[config.mk]
export PLATFORM = sky130hd
export DESIGN_NAME = edit_distance_word_filter
export DESIGN_NICKNAME = d
export VERILOG_FILES = /design/src/sv/edwf_pkg.sv /design/src/sv/edwf_cell.sv /design/src/sv/edwf_result.sv /design/src/sv/edit_distance_word_filter.sv
export SDC_FILE = /design/constraint.sdc
export NUM_CORES = 2
export LEC_CHECK = 0
export ABC_AREA = 0
export BUFFER_PORTS_ARGS = -buffer_cell sky130_fd_sc_hd__buf_2
export CAP_MARGIN = 20
export CORE_ASPECT_RATIO = 1.25
export CORE_MARGIN = 5
export CORE_UTILIZATION = 45
export DETAILED_ROUTE_END_ITERATION = 12
export MAX_ROUTING_LAYER = met4
export PLACE_DENSITY = 0.58
export RECOVER_POWER = 25
export SYNTH_ARGS = -nofsm -noshare
export SYNTH_HDL_FRONTEND = slang
export SYNTH_SLANG_ARGS = --single-unit
export TNS_END_PERCENT = 20
[constraint.sdc]
create_clock -name i_clk -period 6.25 [get_ports i_clk]
set_clock_uncertainty 0.05 [all_clocks]
set_input_delay 1.25 -clock i_clk [delete_from_list [all_inputs] [get_ports i_clk]]
set_output_delay 1.25 -clock i_clk [all_outputs]
set_load 0.02 [all_outputs]
[src/sv/edwf_pkg.sv]
package edwf_pkg;

    localparam int MAX_QUERY_LEN   = 16;
    localparam int COUNT_WIDTH     = 8;
    localparam int NUM_CELLS       = MAX_QUERY_LEN + 1;
    localparam int QLEN_W          = $clog2(MAX_QUERY_LEN + 1);
    localparam int CHAR_W          = 8;
    localparam int QUERY_REG_CHARS = 16;
    localparam int CFG_DATA_W      = 64;
    localparam int CFG_INDEX_W     = 3;
    localparam int QLEN_CFG_W      = 5;
    localparam int TARGET_W        = 8;
    localparam int MATCH_W         = 16;
    localparam int DIST_W          = 8;

    localparam logic [COUNT_WIDTH-1:0] CELL_MAX = '1;
    localparam logic [DIST_W-1:0]      DIST_MAX = '1;

    localparam logic [CFG_INDEX_W-1:0] REG_QUERY_LOW   = 3'd0;
    localparam logic [CFG_INDEX_W-1:0] REG_QUERY_HIGH  = 3'd1;
    localparam logic [CFG_INDEX_W-1:0] REG_QUERY_LEN   = 3'd2;
    localparam logic [CFG_INDEX_W-1:0] REG_TARGET_DIST = 3'd3;
    localparam logic [CFG_INDEX_W-1:0] REG_MAX_MATCHES = 3'd4;

    typedef logic [COUNT_WIDTH-1:0] t_count;

    typedef struct packed {
        logic [CHAR_W-1:0] word_char;
        logic              is_last;
        logic              empty_word;
    } t_in_item;

    typedef struct packed {
        logic [DIST_W-1:0]  distance;
        logic               length_ok;
        logic               is_match;
        logic [MATCH_W-1:0] match_count;
    } t_out_item;

    // One character moving along the row of cells, with the values that the
    // next cell needs from its left neighbour.
    typedef struct packed {
        logic              valid;
        logic              first;
        logic              last;
        logic              empty;
        logic [CHAR_W-1:0] wc;
        t_count            left;
        t_count            diag;
        t_count            tap_val;
        t_count            wlen;
    } t_tok;

    function automatic logic [CHAR_W-1:0] fold_case(input logic [CHAR_W-1:0] c);
        logic [CHAR_W-1:0] r;
        r = c;
        if (c >= 8'h41 && c <= 8'h5A) begin
            r = c + 8'h20;
        end
        return r;
    endfunction

    function automatic t_count sat_inc(input t_count v);
        t_count r;
        r = (v == CELL_MAX) ? CELL_MAX : v + t_count'(1);
        return r;
    endfunction

    function automatic t_count reset_val(input int k);
        t_count r;
        if (k > int'(CELL_MAX)) begin
            r = CELL_MAX;
        end else begin
            r = t_count'(k);
        end
        return r;
    endfunction

endpackage

[src/sv/edwf_cell.sv]
module edwf_cell (
    input  logic                        i_clk,
    input  logic                        i_rst_n,
    input  logic                        i_adv,
    input  edwf_pkg::t_tok              i_tok,
    input  logic [edwf_pkg::CHAR_W-1:0] i_qchar,
    input  logic                        i_head,
    input  edwf_pkg::t_count            i_index,
    input  logic                        i_tap,
    output edwf_pkg::t_tok              o_tok
);

    edwf_pkg::t_count r_val;
    edwf_pkg::t_count n_val;
    edwf_pkg::t_tok   r_tok;
    edwf_pkg::t_tok   n_tok;

    edwf_pkg::t_count old_val;
    edwf_pkg::t_count via_up;
    edwf_pkg::t_count via_left;
    edwf_pkg::t_count via_diag;
    edwf_pkg::t_count best;
    edwf_pkg::t_count cur;
    logic             same_char;

    always_comb begin
        // The first character of a word sees the cleared row.
        old_val   = i_tok.first ? i_index : r_val;
        same_char = !i_head && (edwf_pkg::fold_case(i_qchar) == i_tok.wc);
        via_up    = edwf_pkg::sat_inc(old_val);
        via_left  = edwf_pkg::sat_inc(i_tok.left);
        via_diag  = same_char ? i_tok.diag : edwf_pkg::sat_inc(i_tok.diag);
        best      = via_up;
        if (via_left < best) begin
            best = via_left;
        end
        if (via_diag < best) begin
            best = via_diag;
        end
        cur = i_tok.empty ? old_val : best;

        n_tok      = i_tok;
        n_tok.left = best;
        n_tok.diag = old_val;
        if (i_tap) begin
            n_tok.tap_val = cur;
        end
        if (i_head) begin
            n_tok.wlen = cur;
        end

        n_val = r_val;
        if (i_tok.valid && !i_tok.empty) begin
            n_val = best;
        end
    end

    always_ff @(posedge i_clk) begin
        if (!i_rst_n) begin
            r_tok <= '0;
        end else if (i_adv) begin
            r_tok <= n_tok;
        end
    end

    always_ff @(posedge i_clk) begin
        if (i_adv) begin
            r_val <= n_val;
        end
    end

    assign o_tok = r_tok;

endmodule

[src/sv/edwf_result.sv]
module edwf_result (
    input  logic                             i_clk,
    input  logic                             i_rst_n,
    input  edwf_pkg::t_tok                   i_tok,
    input  logic [edwf_pkg::QLEN_W-1:0]      i_qlen,
    input  logic [edwf_pkg::TARGET_W-1:0]    i_target,
    input  logic [edwf_pkg::MATCH_W-1:0]     i_max_matches,
    input  logic                             i_out_ready,
    output logic                             o_adv,
    output logic                             o_out_valid,
    output edwf_pkg::t_out_item              o_out_item
);

    localparam int DIFF_W = (edwf_pkg::COUNT_WIDTH > edwf_pkg::QLEN_W) ?
                            edwf_pkg::COUNT_WIDTH : edwf_pkg::QLEN_W;
    localparam int CMP_W  = (DIFF_W > edwf_pkg::TARGET_W) ? DIFF_W : edwf_pkg::TARGET_W;

    logic                         r_valid;
    edwf_pkg::t_out_item          r_item;
    logic [edwf_pkg::MATCH_W-1:0] r_count;
    logic [edwf_pkg::MATCH_W-1:0] n_count;
    edwf_pkg::t_out_item          n_item;

    logic [DIFF_W-1:0]            wlen_x;
    logic [DIFF_W-1:0]            qlen_x;
    logic [DIFF_W-1:0]            diff;
    logic [edwf_pkg::DIST_W-1:0]  sat_dist;
    logic                         len_ok;
    logic                         match;
    logic                         ends;
    logic                         adv;

    assign adv  = !r_valid || i_out_ready;
    assign ends = i_tok.valid && i_tok.last;

    always_comb begin
        wlen_x = DIFF_W'(i_tok.wlen);
        qlen_x = DIFF_W'(i_qlen);
        diff   = (wlen_x >= qlen_x) ? wlen_x - qlen_x : qlen_x - wlen_x;
        if (i_tok.tap_val > edwf_pkg::COUNT_WIDTH'(edwf_pkg::DIST_MAX)) begin
            sat_dist = edwf_pkg::DIST_MAX;
        end else begin
            sat_dist = edwf_pkg::DIST_W'(i_tok.tap_val);
        end
        len_ok  = CMP_W'(diff) <= CMP_W'(i_target);
        match   = len_ok && (sat_dist == i_target) && (r_count < i_max_matches);
        n_count = match ? r_count + edwf_pkg::MATCH_W'(1) : r_count;

        n_item.distance    = sat_dist;
        n_item.length_ok   = len_ok;
        n_item.is_match    = match;
        n_item.match_count = n_count;
    end

    always_ff @(posedge i_clk) begin
        if (!i_rst_n) begin
            r_valid <= 1'b0;
            r_count <= '0;
        end else if (adv) begin
            r_valid <= ends;
            if (ends) begin
                r_count <= n_count;
            end
        end
    end

    always_ff @(posedge i_clk) begin
        if (adv && ends) begin
            r_item <= n_item;
        end
    end

    assign o_adv       = adv;
    assign o_out_valid = r_valid;
    assign o_out_item  = r_item;

endmodule

[src/sv/edit_distance_word_filter.sv]
// Case-insensitive Levenshtein filter. Dictionary words stream in one character per
// request, and a request with empty_word set ends a word without adding a character.
// A row of MAX_QUERY_LEN + 1 cells, one per column of the edit-distance table, passes
// each character one cell onward per cycle, so a new request is taken every cycle while
// the output register is free or being read. The result of a word passes through every
// cell, whatever the query length, and then the output register; a stall on the output
// side holds the whole row. The user must write configuration only while no word is in
// flight; the block itself does not enforce this.
module edit_distance_word_filter (
    input  logic                             i_clk,
    input  logic                             i_rst_n,
    input  logic                             i_in_valid,
    output logic                             o_in_ready,
    input  edwf_pkg::t_in_item               i_in_item,
    output logic                             o_out_valid,
    input  logic                             i_out_ready,
    output edwf_pkg::t_out_item              o_out_item,
    input  logic                             i_cfg_we,
    input  logic [edwf_pkg::CFG_INDEX_W-1:0] i_cfg_index,
    input  logic [edwf_pkg::CFG_DATA_W-1:0]  i_cfg_data
);

    logic [edwf_pkg::CFG_DATA_W-1:0] r_query_low;
    logic [edwf_pkg::CFG_DATA_W-1:0] r_query_high;
    logic [edwf_pkg::QLEN_CFG_W-1:0] r_query_len;
    logic [edwf_pkg::TARGET_W-1:0]   r_target;
    logic [edwf_pkg::MATCH_W-1:0]    r_max_matches;
    logic                            r_first;

    logic [2*edwf_pkg::CFG_DATA_W-1:0] query_all;
    logic [edwf_pkg::QLEN_W-1:0]       qlen;
    logic                              adv;
    logic                              accept;
    logic                              ends;
    edwf_pkg::t_tok                    chain [edwf_pkg::NUM_CELLS+1];

    assign query_all = {r_query_high, r_query_low};
    assign o_in_ready = adv;
    assign accept     = i_in_valid && adv;
    assign ends       = i_in_item.empty_word || i_in_item.is_last;

    always_comb begin
        if (int'(r_query_len) > edwf_pkg::MAX_QUERY_LEN) begin
            qlen = edwf_pkg::QLEN_W'(edwf_pkg::MAX_QUERY_LEN);
        end else begin
            qlen = edwf_pkg::QLEN_W'(r_query_len);
        end
    end

    always_ff @(posedge i_clk) begin
        if (!i_rst_n) begin
            r_query_low   <= '0;
            r_query_high  <= '0;
            r_query_len   <= '0;
            r_target      <= '0;
            r_max_matches <= '0;
        end else if (i_cfg_we) begin
            case (i_cfg_index)
                edwf_pkg::REG_QUERY_LOW: begin
                    r_query_low <= i_cfg_data;
                end
                edwf_pkg::REG_QUERY_HIGH: begin
                    r_query_high <= i_cfg_data;
                end
                edwf_pkg::REG_QUERY_LEN: begin
                    r_query_len <= i_cfg_data[edwf_pkg::QLEN_CFG_W-1:0];
                end
                edwf_pkg::REG_TARGET_DIST: begin
                    r_target <= i_cfg_data[edwf_pkg::TARGET_W-1:0];
                end
                edwf_pkg::REG_MAX_MATCHES: begin
                    r_max_matches <= i_cfg_data[edwf_pkg::MATCH_W-1:0];
                end
                default: begin
                end
            endcase
        end
    end

    // The request after a finished word starts from a cleared row.
    always_ff @(posedge i_clk) begin
        if (!i_rst_n) begin
            r_first <= 1'b1;
        end else if (accept) begin
            r_first <= ends;
        end
    end

    always_comb begin
        chain[0].valid   = i_in_valid;
        chain[0].first   = r_first;
        chain[0].last    = ends;
        chain[0].empty   = i_in_item.empty_word;
        chain[0].wc      = edwf_pkg::fold_case(i_in_item.word_char);
        chain[0].left    = edwf_pkg::CELL_MAX;
        chain[0].diag    = edwf_pkg::CELL_MAX;
        chain[0].tap_val = '0;
        chain[0].wlen    = '0;
    end

    for (genvar k = 0; k < edwf_pkg::NUM_CELLS; k++) begin : g_cell
        logic [edwf_pkg::CHAR_W-1:0] qchar;
        logic                        tap;

        if (k >= 1 && k - 1 < edwf_pkg::QUERY_REG_CHARS) begin : g_qc
            assign qchar = query_all[edwf_pkg::CHAR_W*(k-1) +: edwf_pkg::CHAR_W];
        end else begin : g_nqc
            assign qchar = '0;
        end

        assign tap = (int'(qlen) == k);

        edwf_cell u_cell (
            .i_clk   (i_clk),
            .i_rst_n (i_rst_n),
            .i_adv   (adv),
            .i_tok   (chain[k]),
            .i_qchar (qchar),
            .i_head  (k == 0),
            .i_index (edwf_pkg::reset_val(k)),
            .i_tap   (tap),
            .o_tok   (chain[k+1])
        );
    end

    edwf_result u_result (
        .i_clk         (i_clk),
        .i_rst_n       (i_rst_n),
        .i_tok         (chain[edwf_pkg::NUM_CELLS]),
        .i_qlen        (qlen),
        .i_target      (r_target),
        .i_max_matches (r_max_matches),
        .i_out_ready   (i_out_ready),
        .o_adv         (adv),
        .o_out_valid   (o_out_valid),
        .o_out_item    (o_out_item)
    );

endmodule

---- Yosys cells after proc, flatten, opt, wreduce, memory -nomap -nowiden ----
Index checks and enable logic that the tools add are counted.
word-level totals
  register bits ........................... 1059
  latch bits .............................. 0
  RAM bits ................................ 0
  bits in read-only memories .............. 0
  input port bits ......................... 82
  output and inout bits ................... 28
  word-level logic and storage cells ...... 660
  memories ................................ 0
cells by class
  add/subtract/negate cells ............... 69
  multiply operators ...................... 0
  divide/modulo/power cells ............... 0
  magnitude comparators ................... 73
  eq/ne operators ......................... 86
  shifts and indexed selects .............. 0
  muxes and demuxes ....................... 171
  bitwise gates (word level) .............. 0
  reduce and logical (&&, ||, !) cells .... 84
operators by type and width
  operator                 count
  $mux W8                  169
  $add A8 B1 Y8 const B    49
  $eq A8 B8 Y1 const B     49
  $lt A8 B8 Y1             32
  $add A8 B6 Y8 const B    17
  $eq A8 B8 Y1             17
  $ge A8 B7 Y1 const B     17
  $le A8 B7 Y1 const B     17
  $reduce_and A2 Y1        23
  $eq A5 B5 Y1 const B     9
  $logic_and A1 B1 Y1      39
  $eq A5 B4 Y1 const B     4
  $logic_not A1 Y1         18
  $add A16 B1 Y16 const B  1
  $lt A16 B16 Y1           1
  $lt A8 B8 Y1 const A     2
  $mux W16                 1
  $eq A5 B3 Y1 const B     2
  $ge A8 B5 Y1             1
  $gt A8 B8 Y1 const B     1
  $le A8 B8 Y1             1
  $sub A5 B8 Y8            1
  $sub A8 B5 Y8            1
  $eq A3 B2 Y1 const B     2
  8 further kinds          9

---- Logic depth before layout (Yosys ltp) ----
  depth in word-level cells ............... 9
  depth in mapped cells ................... 28
  depth with buffers taken out ............ 25

---- Modules after synthesis ----
Synthesis repeated with hierarchy kept, for this count alone.
second synthesis, totals
  cells, all modules ...................... 8398
  area total of the unflattened synthesis .. 71571.1 µm²
modules (own cells, without submodules)
  module                             instances  cells an instance  area each (µm²)  seq. area each (µm²)
  edwf_cell (g_cell[12].u_cell ...)  10         426                3664.8           1121.1
  edwf_cell (g_cell[0].u_cell ...)   5          450                3686.0           1121.1
  edwf_cell (g_cell[7].u_cell ...)   2          421                3629.7           1121.1
  edit_distance_word_filter          1          737                6252.2           3163.0
  edwf_result                        1          309                2981.6           1121.1

---- Worst setup path after synthesis ----
OpenSTA, ideal clock, no wires.
  kind .................................... register to register
  start ................................... register g_cell[8].u_cell.r_tok (netlist bit g_cell[8].u_cell.o_tok[24])
  end ..................................... register g_cell[9].u_cell.r_tok (netlist bit g_cell[9].u_cell.o_tok[14])
  setup time .............................. 120 ps
  arrival time ............................ 5221 ps
  data required time ...................... 6080 ps
  path slack .............................. 859 ps
  stages on the path, launching flop included .. 24
  path buffers ............................ 2
  clock period less this slack ............ 5391 ps
  path through ............................ dfxtp_1 ha_1 nand3_1 or3_1 clkbuf_1 o21ai_0 ha_1 a21o_1 a2111o_1 and3b_1 a21o_1 clkbuf_1 nand2b_1 nand2_1 ha_1 a21o_1 a21o_1 a211oi_1 nand2_1 nor4_1 o211ai_1 nand2_2 mux2_2 o31a_1
between the ends
  cells in the longest elaborated chain, start to end .. 8
  elaborated cells between the ends (all ways) .. 9
  those cells by class .................... add/sub (1); order compare (2); eq/ne (1); mux (5)
ends and longest elaborated chain
  element                                               line             text
  start, declared                                       edwf_cell.sv:15  edwf_pkg::t_tok r_tok;
  start signal, assigned                                edwf_cell.sv:62  r_tok <= n_tok;
  $add A8 B1 Y8 / $eq A8 B8 Y1 (equally long branches)  edwf_pkg.sv:65   r = (v == CELL_MAX) ? CELL_MAX : v + t_count'(1);
  $mux W8 (*)                                           edwf_pkg.sv:65
  $lt A8 B8 Y1                                          edwf_cell.sv:34  if (via_left < best) begin
  $mux W8 (*)                                           edwf_cell.sv:34
  $lt A8 B8 Y1                                          edwf_cell.sv:37  if (via_diag < best) begin
  $mux W8 (*)                                           edwf_cell.sv:37
  via g_cell[9].u_cell.best[6]                          edwf_cell.sv:22  edwf_pkg::t_count best;
  $mux W8 (*)                                           edwf_cell.sv:40  cur = i_tok.empty ? old_val : best;
  $mux W8 (*)                                           edwf_cell.sv:45  if (i_tap) begin
  end signal, assigned                                  edwf_cell.sv:62
  end, declared                                         edwf_cell.sv:15
Mark *: on every way through the listed nets, which the timed path passes. The rest lies on a longest branch.
A chain may end at the register's enable or synchronous reset.

---- Worst setup path after layout ----
Ends and elaborated chain as after synthesis.

==> impl_metrics.py <==
metrics = {
    "clocking": {
        "cts_tree": "yes",
        "root_buffer": "clkbuf_16",
        "path_clk_slew_ps": 60,
        "htreeDepth": 3,
        "numCtsBuffers": 113,
        "clk_latency_ps": 750,
        "holdBufCountCts": 0,
        "clockBufferDepth": 3,
        "cts_sinks": 1059,
    },
    "critical_path": {
        "cp-start-kind": "flop",
        "cp_max_fo": 11,
        "critical_path_class": "reg2reg",
        "critPathMaxStageDelay_ps": 550,
        "critPathSlowestCell": "or3_1",
        "reg2regPathDepth": 21,
        "cp.arrival_ps": 6510,
        "required_ps": 6810,
        "cp-end-kind": "flop",
        "crit_chain": "ha_1, nand3_1, or3_1, o21ai_0, ha_1, a21o_1, a2111o_1, and3b_1, a21o_2, nand2b_1, nand2_1, ha_1, a21o_1, a21o_1, a211oi_1, nand2_1, nor4_1, o211ai_1, nand2_2, mux2_2, o31a_1",
    },
    "yosys": {
        "synth_edf_count": 162,
        "netlist_area_mm2": 0.0616,
        "avgSynthCellArea_um2": 7.83,
        "async_flop_share": 0,
        "yosysSeqAreaShare": 0.371,
        "synthFlopType": "dfxtp_1",
        "synth_nets": 8250,
        "synth-seq-cells": 1059,
        "synthCells": 7865,
        "yosysWarnings": 0,
        "synth_cell_type_count": 101,
    },
    "cells_and_area": {
        "multiInputGateArea_mm2": 0.0358,
        "ff_latch_area_mm2": 0.0228,
        "fill_cells": 13416,
        "fin_util": 0.496,
        "fin_nets": 8148,
        "drive_above_1_share": 0.0751,
        "final_cell_area_mm2": 0.0674,
        "area_growth_syn_to_layout_pct": 9.41,
    },
    "pwr": {
        "vdd_drop_max_mv": 0.230,
        "powerDensity_mw_per_mm2": 273,
        "leakage_nw": 27.3,
    },
    "outcome": {
        "status": "complete, but fails checks",
        "violations": "max-capacitance violations, max-slew violations",
    },
    "routing": {
        "drt_iter0_drc": 3971,
        "dr_total_vias": 55283,
        "avgRoutedWirePerCell_um": 19.7,
        "postRouteAntennaNets": 0,
        "drt_wl_total_um": 189000,
        "dr.pass1.iters": 7,
        "drc": 0,
        "drt-vias-per-instance": 5.74,
    },
    "global_routing": {
        "grt_pass1_vias": 52205,
        "overflow": 0,
        "antenna_found_initial": 5,
        "grt_pass1_wl_um": 296000,
        "grt_max_degree": 181,
        "gr-usage-all-layers": 0.260,
    },
    "sta": {
        "fin_tns_setup_ps": 0,
        "period_needed_ps": 5950,
        "slew_headroom": -1.92,
        "worst_pin_slew_ps": 4380,
        "holdWs_ps": 398,
        "fin_crit_sh": 0.951,
        "max_freq_mhz": 168,
        "slew_viol_final": 421,
        "setup_viol": 0,
        "fin_ws_ps": 303,
        "final-hold-violation-count": 0,
    },
    "place": {
        "dpl_cell_area_mm2": 0.0635,
        "gp_congestion": 0.909,
        "place_ws_ps": 233,
        "portBuffers": 109,
        "dp_hpwl_um": 139000,
    },
    "job": {
        "maxCapViolations": 5,
    },
    "floorplan": {
        "dieArea_mm2": 0.144,
        "core_area_mm2": 0.136,
        "num_rows": 151,
        "die_h_um": 424,
        "die_w_um": 341,
        "initial_core_util": 0.453,
        "io_pins": 110,
    },
    "hold_path": {
        "hp-class": "reg2reg",
        "hold_path_depth": 2,
    },
}
## worst paths after layout
| kind | from | endpoint | slack (ps) |
|---|---|---|---|
| worst max register to register | g_cell[8].u_cell.o_tok[24]$_SDFFE_PN0N_ | g_cell[9].u_cell.o_tok[14]$_SDFFE_PN0N_ | 300 |
| worst min-delay path | g_cell[14].u_cell.o_tok[4]$_SDFFE_PN0N_ | g_cell[15].u_cell.o_tok[4]$_SDFFE_PN0N_ | 400 |
| worst max-delay path | g_cell[8].u_cell.o_tok[24]$_SDFFE_PN0N_ | g_cell[9].u_cell.o_tok[14]$_SDFFE_PN0N_ | 300 |
| worst min register to register | g_cell[14].u_cell.o_tok[4]$_SDFFE_PN0N_ | g_cell[15].u_cell.o_tok[4]$_SDFFE_PN0N_ | 400 |
## cell usage in the layout, fill, tap and decap left out, types with 21 or more instances in the layout
master / instances
clkinv_2: 22
ha_1: 301
a21oi_1: 934
a31oi_1: 74
buf_2: 111
mux2_2: 98
mux2i_1: 208
edfxtp_1: 162
nor2b_1: 85
and2_1: 30
a211oi_1: 83
o21ba_2: 23
nand2_1: 1515
clkbuf_1: 30
and3_1: 97
nor3b_1: 24
nand4_1: 111
o21a_1: 39
nand2b_1: 104
clkbuf_16: 118
nor3_1: 183
a21o_1: 78
nor2_1: 542
o21ai_0: 364
inv_1: 364
xnor2_1: 110
a221oi_1: 21
and4_1: 34
nand3b_1: 40
or2_2: 35
or3_1: 59
buf_4: 74
o211ai_1: 30
nand3_1: 242
o22ai_1: 36
dfxtp_1: 897
xor2_1: 131
o31ai_1: 35
## Yosys cell counts, drive strengths merged, types with 85 or more instances
cell type / n / area share
nand3: 242 / 0.020
xnor2: 110 / 0.016
nor2b: 85 / 0.0086
ha: 301 / 0.061
and3: 97 / 0.0099
clkbuf: 385 / 0.024
nand2: 1518 / 0.093
inv: 365 / 0.022
nor2: 544 / 0.033
mux2: 98 / 0.018
nand2b: 104 / 0.011
nor3: 186 / 0.015
edfxtp: 162 / 0.079
mux2i: 209 / 0.034
dfxtp: 897 / 0.29
o21ai: 369 / 0.030
a21oi: 936 / 0.076
xor2: 131 / 0.019
nand4: 111 / 0.011
## critical path, delay by kind of cell (launching register included)
kind	cells	cell delay, ps
muxes	1	400
adders and majority gates	3	850
and+or+nand+nor	8	1810
AOI/OAI and AO/OA	9	2260
DFF	1	460
## per-layer routing
layer	global-route usage	share of wire	routed length, um
met1	0.333	0.45	84200
met2	0.439	0.49	92400
met3	0.0239	0.039	7390
met4	0.0735	0.027	5200
met5	-	0	0
## metrics by stage
| stage | total power, W | cells |
|---|---|---|
| final | 0.0184 | 9624 |
| after global routing | 0.0192 | 9619 |
| after CTS | 0.0185 | 9612 |
| after detailed placement | 0.0115 | 9401 |
| after global placement | 0.0115 | 9398 |
| after floorplan | 0.0104 | 7865 |
## cells by family after synthesis
| group | Yosys count | share of synthesized area |
|---|---|---|
| AO/OA/AOI/OAI | 1989 | 0.197 |
| XOR/XNOR | 241 | 0.0343 |
| adder cells (fa/ha/maj) | 305 | 0.0621 |
| buffers and inverters | 786 | 0.0483 |
| flip-flops | 1059 | 0.371 |
| multiplexers | 307 | 0.0519 |
| AND/OR/NAND/NOR | 3178 | 0.236 |
## where the power goes
group / switching (W) / internal [W]
logic: 0.00232 / 0.00150
registers: 0.000360 / 0.00725
clock network: 0.00297 / 0.00396
total: 0.00565 / 0.0127
## state kept, by name, summed over array words and instances (netlist names)
name	cells
u_result.o_out_valid	1
r_max_matches	16
g_cell.u_cell.o_tok	722
r_query_high	64
r_target	8
u_result.o_out_item	26
r_query_low	64
r_query_len	5
r_first	1
g_cell.u_cell.r_val	136
u_result.r_count	16
## layout make-up
cell class	count	share of cell area
Inverter	366	0.0205
Multi-Input combinational cell	6020	0.532
Antenna cell	6	0.000223
Sequential cell	1059	0.339
Clock buffer	155	0.0480
Timing Repair Buffer	203	0.0192
Clock inverter	56	0.00867
Tap cell	1759	0.0327
## timing repair
action	4_1_cts	5_1_grt
endpoints found under the setup margin	0	48
resized for setup	0	8
setup buffers	0	2
No activity file was read; power rests on OpenSTA's default activity.
